**src/rtl/core/lurt_pkg.sv**
```systemverilog
// Package for the longest unique run tracker.
// Holds field widths, parameter defaults and the transaction payload types.
// No dependencies.
package lurt_pkg;

  localparam int BYTE_W = 8;
  localparam int POS_W = 16;

  localparam int LURT_MAX_LEN = 65535;
  localparam int LURT_SYMBOL_COUNT = 256;

  typedef struct packed {
    logic [BYTE_W-1:0] byte_in;
    logic              end_of_string;
  } in_item_t;

  typedef struct packed {
    logic [POS_W-1:0] best_length;
    logic [POS_W-1:0] window_length;
    logic             length_overflow;
    logic             string_done;
  } out_item_t;

endpackage

```
**src/rtl/core/lurt_if.sv**
```systemverilog
// Valid/ready channel interfaces for the longest unique run tracker.
// Depends on lurt_pkg for the payload types.
interface lurt_in_if;
  logic               valid;
  logic               ready;
  lurt_pkg::in_item_t data;

  modport source (output valid, output data, input ready);
  modport sink (input valid, input data, output ready);
endinterface

interface lurt_out_if;
  logic                valid;
  logic                ready;
  lurt_pkg::out_item_t data;

  modport source (output valid, output data, input ready);
  modport sink (input valid, input data, output ready);
endinterface

```
**src/rtl/core/longest_unique_run_tracker.sv**
```systemverilog
// Longest unique run tracker: one result per input byte, registered in the s1 stage and then in
// the output register, one byte per cycle sustained while the output is not stalled. The
// last-seen table is a SYMBOL_COUNT-entry memory with a registered read, so each byte does a read
// at accept and a write at commit, with one-entry forwarding between the two.
// Reset clears the control state and the per-symbol valid bits; the table is not
// swept, and the valid bits are also cleared at the end of every string.
module longest_unique_run_tracker #(
  parameter int MAX_LEN = lurt_pkg::LURT_MAX_LEN,
  parameter int SYMBOL_COUNT = lurt_pkg::LURT_SYMBOL_COUNT
) (
  input logic       clk,
  input logic       rst_n,
  lurt_in_if.sink   in_chan,
  lurt_out_if.source out_chan
);
  import lurt_pkg::*;

  localparam int SYM_W = (SYMBOL_COUNT > 1) ? $clog2(SYMBOL_COUNT) : 1;
  localparam logic [POS_W-1:0] MAX_POS = POS_W'(MAX_LEN);

  logic [SYM_W-1:0] fold_tab [256];

  for (genvar g = 0; g < 256; g++) begin : g_fold
    assign fold_tab[g] = SYM_W'(g % SYMBOL_COUNT);
  end

  logic [POS_W-1:0] mem [SYMBOL_COUNT];
  logic [POS_W-1:0] rd_data_r;
  logic [SYMBOL_COUNT-1:0] seen_vld_r;

  logic             s1_valid_r;
  logic [SYM_W-1:0] s1_sym_r;
  logic             s1_last_r;
  logic             fwd_hit_r;
  logic [POS_W-1:0] fwd_data_r;

  logic [POS_W-1:0] pos_r;
  logic [POS_W-1:0] ws_r;
  logic [POS_W-1:0] best_r;
  logic             ovf_r;

  logic             out_valid_r;
  out_item_t        out_data_r;

  logic             out_free;
  logic             commit;
  logic             in_take;
  logic [SYM_W-1:0] in_sym;
  logic             ovf_now;
  logic             wr_en;
  logic [POS_W-1:0] wr_data;
  logic [POS_W-1:0] entry;
  logic [POS_W-1:0] seen;
  logic [POS_W-1:0] ws_nxt;
  logic [POS_W-1:0] win;
  logic [POS_W-1:0] best_nxt;
  out_item_t        out_data_nxt;

  assign out_free = !out_valid_r || out_chan.ready;
  assign commit = s1_valid_r && out_free;
  assign in_chan.ready = !s1_valid_r || commit;
  assign in_take = in_chan.valid && in_chan.ready;
  assign in_sym = fold_tab[in_chan.data.byte_in];

  assign ovf_now = pos_r >= MAX_POS;
  assign entry = fwd_hit_r ? fwd_data_r : rd_data_r;
  assign seen = seen_vld_r[s1_sym_r] ? entry : '0;
  assign ws_nxt = (seen > ws_r) ? seen : ws_r;
  assign wr_data = pos_r + POS_W'(1);
  assign wr_en = commit && !ovf_now;

  always_comb begin
    if (ovf_now) begin
      win = pos_r - ws_r;
      best_nxt = best_r;
    end else begin
      win = wr_data - ws_nxt;
      best_nxt = (win > best_r) ? win : best_r;
    end
    out_data_nxt.best_length = best_nxt;
    out_data_nxt.window_length = win;
    out_data_nxt.length_overflow = ovf_r || ovf_now;
    out_data_nxt.string_done = s1_last_r;
  end

  always_ff @(posedge clk) begin
    if (wr_en) begin
      mem[s1_sym_r] <= wr_data;
    end
    if (in_take) begin
      rd_data_r <= mem[in_sym];
      s1_sym_r <= in_sym;
      s1_last_r <= in_chan.data.end_of_string;
      fwd_data_r <= wr_data;
    end
    if (commit) begin
      out_data_r <= out_data_nxt;
    end
  end

  always_ff @(posedge clk) begin
    if (!rst_n) begin
      s1_valid_r <= 1'b0;
      fwd_hit_r <= 1'b0;
      out_valid_r <= 1'b0;
      seen_vld_r <= '0;
      pos_r <= '0;
      ws_r <= '0;
      best_r <= '0;
      ovf_r <= 1'b0;
    end else begin
      if (in_take) begin
        s1_valid_r <= 1'b1;
        fwd_hit_r <= wr_en && (s1_sym_r == in_sym);
      end else if (commit) begin
        s1_valid_r <= 1'b0;
      end

      if (commit) begin
        out_valid_r <= 1'b1;
      end else if (out_chan.ready) begin
        out_valid_r <= 1'b0;
      end

      if (commit) begin
        if (s1_last_r) begin
          seen_vld_r <= '0;
          pos_r <= '0;
          ws_r <= '0;
          best_r <= '0;
          ovf_r <= 1'b0;
        end else if (ovf_now) begin
          ovf_r <= 1'b1;
        end else begin
          seen_vld_r[s1_sym_r] <= 1'b1;
          pos_r <= wr_data;
          ws_r <= ws_nxt;
          best_r <= best_nxt;
        end
      end
    end
  end

  assign out_chan.valid = out_valid_r;
  assign out_chan.data = out_data_r;

  a_win_le_best: assert property (@(posedge clk) disable iff (!rst_n)
    out_valid_r |-> (out_data_r.window_length <= out_data_r.best_length))
    else $error("window length exceeds best length");

  a_pos_bound: assert property (@(posedge clk) disable iff (!rst_n)
    (pos_r <= MAX_POS) && (ws_r <= pos_r))
    else $error("position or window start out of range");

  a_end_clears: assert property (@(posedge clk) disable iff (!rst_n)
    (commit && s1_last_r) |=> ((pos_r == '0) && (seen_vld_r == '0) && !ovf_r))
    else $error("string state not cleared after end of string");

endmodule
```
**src/flat_wrapper.sv**
```systemverilog
// flat-port wrapper written by rule: the top's interface ports become plain ports
module longest_unique_run_tracker_flat import lurt_pkg::*;
#(
  parameter int MAX_LEN = lurt_pkg::LURT_MAX_LEN,
  parameter int SYMBOL_COUNT = lurt_pkg::LURT_SYMBOL_COUNT
)
  (clk, rst_n, in_chan_valid, in_chan_data, in_chan_ready, out_chan_valid, out_chan_data, out_chan_ready);
  lurt_in_if in_chan_i ();
  lurt_out_if out_chan_i ();
  input logic clk;
  input logic rst_n;
  input wire logic [$bits(in_chan_i.valid)-1:0] in_chan_valid;
  input wire logic [$bits(in_chan_i.data)-1:0] in_chan_data;
  output wire logic [$bits(in_chan_i.ready)-1:0] in_chan_ready;
  output wire logic [$bits(out_chan_i.valid)-1:0] out_chan_valid;
  output wire logic [$bits(out_chan_i.data)-1:0] out_chan_data;
  input wire logic [$bits(out_chan_i.ready)-1:0] out_chan_ready;
  assign in_chan_i.valid = in_chan_valid;
  assign in_chan_i.data = in_chan_data;
  assign in_chan_ready = in_chan_i.ready;
  assign out_chan_valid = out_chan_i.valid;
  assign out_chan_data = out_chan_i.data;
  assign out_chan_i.ready = out_chan_ready;
  longest_unique_run_tracker #(.MAX_LEN(MAX_LEN), .SYMBOL_COUNT(SYMBOL_COUNT)) u_core (.clk(clk), .rst_n(rst_n), .in_chan(in_chan_i), .out_chan(out_chan_i));
endmodule
```
**config.mk**
```make
export PLATFORM = sky130hd
export DESIGN_NAME = longest_unique_run_tracker_flat
export DESIGN_NICKNAME = d
export VERILOG_FILES = /design/src/rtl/core/lurt_pkg.sv /design/src/rtl/core/lurt_if.sv /design/src/rtl/core/longest_unique_run_tracker.sv /design/src/flat_wrapper.sv
export SDC_FILE = /design/constraint.sdc
export NUM_CORES = 2
export LEC_CHECK = 0
export BUFFER_PORTS_ARGS = -buffer_cell sky130_fd_sc_hd__buf_4
export CORE_MARGIN = 2
export CORE_UTILIZATION = 38
export CTS_CLUSTER_SIZE = 40
export DETAILED_ROUTE_END_ITERATION = 10
export PLACE_DENSITY = 0.53
export REMOVE_ABC_BUFFERS = 1
export SETUP_SLACK_MARGIN = 0.3
export SYNTH_ARGS = -nofsm -noshare
export SYNTH_HDL_FRONTEND = slang
export SYNTH_SLANG_ARGS = --single-unit
```
**constraint.sdc**
```tcl
create_clock -name clk -period 25.7 [get_ports clk]
set_clock_uncertainty 0.05 [all_clocks]
set_input_delay 1.285 -clock clk [delete_from_list [all_inputs] [get_ports clk]]
set_output_delay 1.285 -clock clk [all_outputs]
set_load 0.01 [all_outputs]
```
== Word-level counts from Yosys, hierarchy flattened ==
Memory sizes are Yosys's and may differ from the RTL's. A register that Yosys moved wholly into a read port is not among the register bits.
Index checks and enable logic that the tools add are counted.
Operators by class
  $add $sub $neg: 3
  order comparisons: 6
  eq/ne operators: 2
  mux-type cells: 28
  bitwise logic cells: 2
  reduce and logical (&&, ||, !) cells: 16
Operators with widths (count)
  $mux 256: 2
  $or 256x256->256: 1
  $mux 16: 12
  $gt 16x16->1: 2
  $sub 16x16->16: 2
  $add 16x1->16 const B: 1
  $ge 16x16->1 const B: 1
  $mux 8: 2
  $mux 1: 10
  $ge 9x9->1 const B: 1
  $lt 8x9->1 const B: 1
  $not 8->9: 1
  $bmux 1 s8: 1
  $demux 1 s8: 1
  $eq 8x8->1: 1
  $ge 8x1->1 const B: 1
  $reduce_bool 2->1: 3
  $logic_and 1x1->1: 5
  $reduce_and 2->1: 2
  $logic_not 1->1: 3
  $logic_or 1x1->1: 3
  $ne 2x1->1 const B: 1
Word-level totals
  flip-flop bits (word level): 367
  memory bits (writable): 4096
  bits in read-only memories: 2048
  input port bits: 13
  output and inout port bits: 36
  word-level logic and storage cells: 74
  memories kept: 2
Memories
  u_core.mem: words 256, bits a word 16, rd ports 1, clocked after Yosys merged registers in 1, write ports 1, line longest_unique_run_tracker.sv:27  | logic [POS_W-1:0] mem [SYMBOL_COUNT];
  (name not given): words 256, bits a word 8, rd ports 1, clocked after Yosys merged registers in 0, write ports 0, line longest_unique_run_tracker.sv:63  | assign in_sym = fold_tab[in_chan.data.byte_in];

== Logic depth before layout (Yosys ltp) ==
  depth after elaboration: 11
  mapped depth: 44
  depth with buffers taken out: 39

== Least setup slack after synthesis ==
OpenSTA, ideal clock, no wires.
  path kind: register -> register
  from: register u_core.pos_r[0]
  to: register u_core.best_r[15]
  library setup time: 0.095 ns
  data arrival time: 14.587 ns
  data required time: 25.555 ns
  path slack: 10.968 ns
  cell stages (with the launch flop): 23
  path buffers: 0
  period minus slack after synthesis: 14.732 ns
  cells stage by stage: dfxtp_1 > inv_1 > nor3_1 > xor2_1 > ha_1 > o21a_1 > nor2_1 > nor3_1 > o21ai_0 > o21a_1 > xnor2_1 > inv_1 > ha_1 > nand4_1 > nor2_1 > o2111ai_1 > a21oi_1 > o31ai_1 > nor2_1 > nand4_1 > o21ai_0 > a41oi_1 > a21oi_1
On the way
  word-level cells in the longest chain between the ends: 7
  elaborated cells between the ends (all ways): 10
  classes of those cells: add/sub (2); order compare (2); eq/ne (1); mux (4); reduce/logical (1)
RTL lines
  start, declared: line longest_unique_run_tracker.sv:37  | logic [POS_W-1:0] pos_r;
  start signal, assigned: line longest_unique_run_tracker.sv:136  | pos_r <= wr_data;
  $add 16x1->16 (*): line longest_unique_run_tracker.sv:69  | assign wr_data = pos_r + POS_W'(1);
  net u_core.wr_data[0]: line longest_unique_run_tracker.sv:51  | logic [POS_W-1:0] wr_data;
  $sub 16x16->16 (*): line longest_unique_run_tracker.sv:77  | win = wr_data - ws_nxt;
  $gt 16x16->1: line longest_unique_run_tracker.sv:78  | best_nxt = (win > best_r) ? win : best_r;
  $mux 16 (*): line longest_unique_run_tracker.sv:78
  $mux 16 (*): line longest_unique_run_tracker.sv:73  | if (ovf_now) begin
  $mux 16 (*): line longest_unique_run_tracker.sv:132  | end else if (ovf_now) begin
  $mux 16 (*): line longest_unique_run_tracker.sv:126  | if (s1_last_r) begin
  end signal, assigned: line longest_unique_run_tracker.sv:138  | best_r <= best_nxt;
  end, declared: line longest_unique_run_tracker.sv:39  | logic [POS_W-1:0] best_r;
The timed path passes the listed nets; every way through them passes the cells marked *. The select of a mux whose other input is x is not followed.
A chain may end at the register's enable or synchronous reset.

== Final worst setup path ==
  from: register u_core.s1_sym_r[1]
  to: register u_core.best_r[15]
On the way
  word-level cells in the longest chain between the ends: 11
RTL lines
  start, declared: line longest_unique_run_tracker.sv:32  | logic [SYM_W-1:0] s1_sym_r;
  start signal, assigned: line longest_unique_run_tracker.sv:92  | s1_sym_r <= in_sym;
  $bmux 1 s8 (*): line longest_unique_run_tracker.sv:67  | assign seen = seen_vld_r[s1_sym_r] ? entry : '0;
  $mux 1 (not written as such) (*): line longest_unique_run_tracker.sv:67
  $mux 16 (*): line longest_unique_run_tracker.sv:67
  $gt 16x16->1: line longest_unique_run_tracker.sv:68  | assign ws_nxt = (seen > ws_r) ? seen : ws_r;
  $mux 16 (*): line longest_unique_run_tracker.sv:68
  $sub 16x16->16 (*): line longest_unique_run_tracker.sv:77
  $gt 16x16->1: line longest_unique_run_tracker.sv:78
  $mux 16 (*): line longest_unique_run_tracker.sv:78
  $mux 16 (*): line longest_unique_run_tracker.sv:73
  $mux 16 (*): line longest_unique_run_tracker.sv:132
  $mux 16 (*): line longest_unique_run_tracker.sv:126
Every way passes the cells marked *; elsewhere a longest branch is shown, timed or not. The select of a mux whose other input is x is not followed.

==> summary.txt <==
Setup path
  • Crit Path Max Fanout: 55
  • Setup CP Type: reg -> reg
  • Critical path buffer and inverter count: 5
  • Crit-path most repeated cell: a21oi_1
  • Worst setup SP type: flip-flop
  • Setup crit end kind: flip-flop
  • CP top delay family: compound AO/OA/AOI/OAI gates
  • Arrival @ worst endpoint: approximately 11 ns
  • WP data required: ~27 ns
  • CP peak stage delay: 0.84 ns
  • Critical Path Slowest Stage Cell: o31ai_4

Routing
  • First-pass DRT Iterations: 7
  • Initial drt markers: a little over 9k
  • Routed Antenna Nets: 0
  • DR vias: approximately 80k
  • DRC Markers: 0
  • Detailed Route WL: 442,000 um
  • WL per Instance: about 30 um
  • Post-DR vias/cell: 5.59

Final layout
  • Final cell utilization of the core: 43.5%
  • Multi-input logic area: a little over 40,000 sq um
  • Filler instances: 38.6k
  • Area Overhead vs Synth: 14.2%
  • Register area: ~130,000 sq um
  • Layout Nets: 8,431
  • Layout cells sized above 1: between 20 and 30%

Synthesis
  • Cell variety after synth: 54
  • Register bit total from synthesis: 4,479
  • Most common flop cell mapped by yosys: edfxtp_1
  • Synth top area share: 72.2%
  • Post-Syn Instances: 7,929
  • Number of flops mapped to enable cells by yosys: 4,171
  • Synth cell count leaders: 4,171 x edfxtp_1, 1,401 x mux4_2, 639 x nor2_1
  • Async set or reset register ratio after synthesis: 0%
  • Yosys warns: 0
  • Leading area contributor after synthesis: edfxtp_1
  • Main area contributors after synthesis: edfxtp_1 72%, mux4_2 18%, dfxtp_1 3.6%
  • Register area share after synthesis: 75.8%
  • Avg Cell Area, Syn: 21.9 sq um
  • Most common cell in the netlist: edfxtp_1
  • Synthesized cell area: 173,000 sq um

Die
  • Starting Density: 38.1%
  • Row Count: 248
  • Core area: 456,000 sq um
  • Die height: 680 um
  • Die extent in x: 680 um
  • Top Ports: 49
  • Die area: between 400,000 and 500,000 sq um

STA
  • RSZ-0062 raised after global routing: false
  • Hold Vio Cnt, Final: 0
  • Setup violators final: 0
  • Actual slew at the worst max-slew pin: 1.37 ns
  • Setup TNS: 0 ns
  • Max Slew Vio Count: 0
  • Max_slew headroom: roughly 8.3%
  • Post-layout minimum cycle time: 10.25 ns
  • Setup ws final: around 15 ns
  • Fin crit share: between 30% and 40%
  • Fmax: 97.5 MHz

CTS
  • Setup repair bufs after CTS: 0
  • Clock buffer depth: 4
  • Clk slew on worst S/H paths: 0.06 ns
  • Post-CTS Resized: 0
  • # hold bufs at CTS: 0
  • Root Driver: clkbuf_16
  • Clock Sinks: 4,479
  • CTS tree: yes
  • Clk_lat worst skew: 1.00 ns
  • H-Tree Level Count: 5
  • Num CTS Buffers: 452

Power
  • Clk pwr share: between 40% and 50%
  • Sequential share of power: between 50% and 60%
  • Comb pwr share: roughly 3.3%
  • Int Power: 11.9 mW
  • VDD IR-drop max: 0.0574 mV
  • Leakage power: 68.4 nW
  • Power Dens Cells: between 70 and 80 nW/um^2
  • Switch Pwr: 3.12 mW
  • Sw Ratio: 20.8%
  • Total power: around 15 mW

Global route
  • Pin count of the biggest net entering global routing: 202
  • Global-route wire length before repair: 632,000 um
  • GRT Total Usage: 18.9%
  • Gr ovfl total: 0
  • Vias in the first global route: 83.4k
  • Initial antenna violation count: 31

Outcome
  • Outcome: completed

Job
  • Max-Cap Viols: 0

Placement
  • Buffers on Ports: 48
  • DP Wirelength: 258,000 um
  • Worst slack at placement: 15.53 ns
  • RePlAce Congestion: slightly above 0.8

Hold path
  • Worst hold path type: reg -> reg
## power groups by stage
stage                     clock (mW)  combinational (mW)  sequential, mW
after floorplan                    0               0.250            8.06
after global placement             0               0.510            8.05
after detailed placement           0               0.512            8.05
after CTS                       6.78               0.513            7.90
after global routing            7.05               0.544            7.90
final                           6.64               0.503            7.90
## state kept, by name (all words and copies together), names as in the netlist
name and cells:
u_core.out_chan.data 34, u_core.best_r 16, u_core.s1_valid_r 1, u_core.ws_r 16, u_core.out_chan.valid 1, u_core.pos_r 16, u_core.ovf_r 1, u_core.fwd_data_r 16
u_core.s1_last_r 1, u_core.rd_data_r 16, u_core.fwd_hit_r 1, u_core.mem 4096, u_core.seen_vld_r 256, u_core.s1_sym_r 8
## worst min-delay path, cell delays in order (launching register included)
cell and delay [ns]:
dfxtp_1 0.32, a21oi_1 0.04, nor2_1 0.07
## final timing paths
kind / cells past startpoint / to / startpoint / slack [ns]
max reg2reg: 40 / u_core.best_r[15]$_SDFFE_PN0P_ / u_core.s1_sym_r[1]$_DFFE_PP_ / 15.45
max: 40 / u_core.best_r[15]$_SDFFE_PN0P_ / u_core.s1_sym_r[1]$_DFFE_PP_ / 15.45
min reg2reg: 2 / u_core.seen_vld_r[230]$_SDFFE_PN0P_ / u_core.seen_vld_r[230]$_SDFFE_PN0P_ / 0.41
min: 2 / u_core.seen_vld_r[230]$_SDFFE_PN0P_ / u_core.seen_vld_r[230]$_SDFFE_PN0P_ / 0.41
## per-stage QoR
stage	instances	hold WS, ns	instance area (sq um)
after floorplan	7466	0.381	172000
after global placement	13900	0.392	183000
after CTS	14700	0.328	198000
after global routing	14700	0.373	198000
after detailed placement	13900	0.400	183000
final	14800	0.413	198000
## cells by family after synthesis
logic type,Yosys count,synth area share (%)
DFF,4479,75.8
muxes,1488,18.7
and+or+nand+nor,868,2.06
buffers and inverters,504,1.17
AOI/OAI and AO/OA,475,1.57
adders and majority gates,66,0.485
xor gates and xnor gates,49,0.247
## placed cells by master, fill, tap and decap left out, types with 37 or more instances in the layout
cell | Yosys | final
clkbuf_1 | 295 | 75
a22oi_1 | 63 | 63
inv_1 | 40 | 38
buf_4 | 3 | 406
edfxtp_1 | 4171 | 4171
mux4_2 | 1401 | 1401
mux2i_1 | 75 | 75
a21oi_1 | 312 | 311
dfxtp_1 | 308 | 308
nand2_1 | 76 | 59
ha_1 | 64 | 63
clkinv_2 | 0 | 93
nor2_2 | 0 | 37
nor2_1 | 639 | 602
bufinv_16 | 0 | 52
clkbuf_16 | 0 | 460
clkinv_1 | 1 | 98
## per-layer routing
metal | global-route usage (%) | wire (um) | part of all wire, % | vias up
li1 | - | - | - | 34100
met1 | 27.4 | 194000 | 44 | 45000
met2 | 30.3 | 211000 | 48 | 2775
met3 | 2.75 | 27700 | 6.3 | 575
met4 | 4.14 | 9910 | 2.2 | 2
met5 | 0 | 19 | 0.0043 | -
## final cells by class
type,count,area share (%)
antenna,15,0.0190
clock buffer,551,6.06
clock inverter,290,1.49
inverter,41,0.0815
multi-input combinational,2946,20.4
sequential,4479,66.4
tap,6000,3.79
timing repair buffer,432,1.79
(Power assumes the default switching activity.)
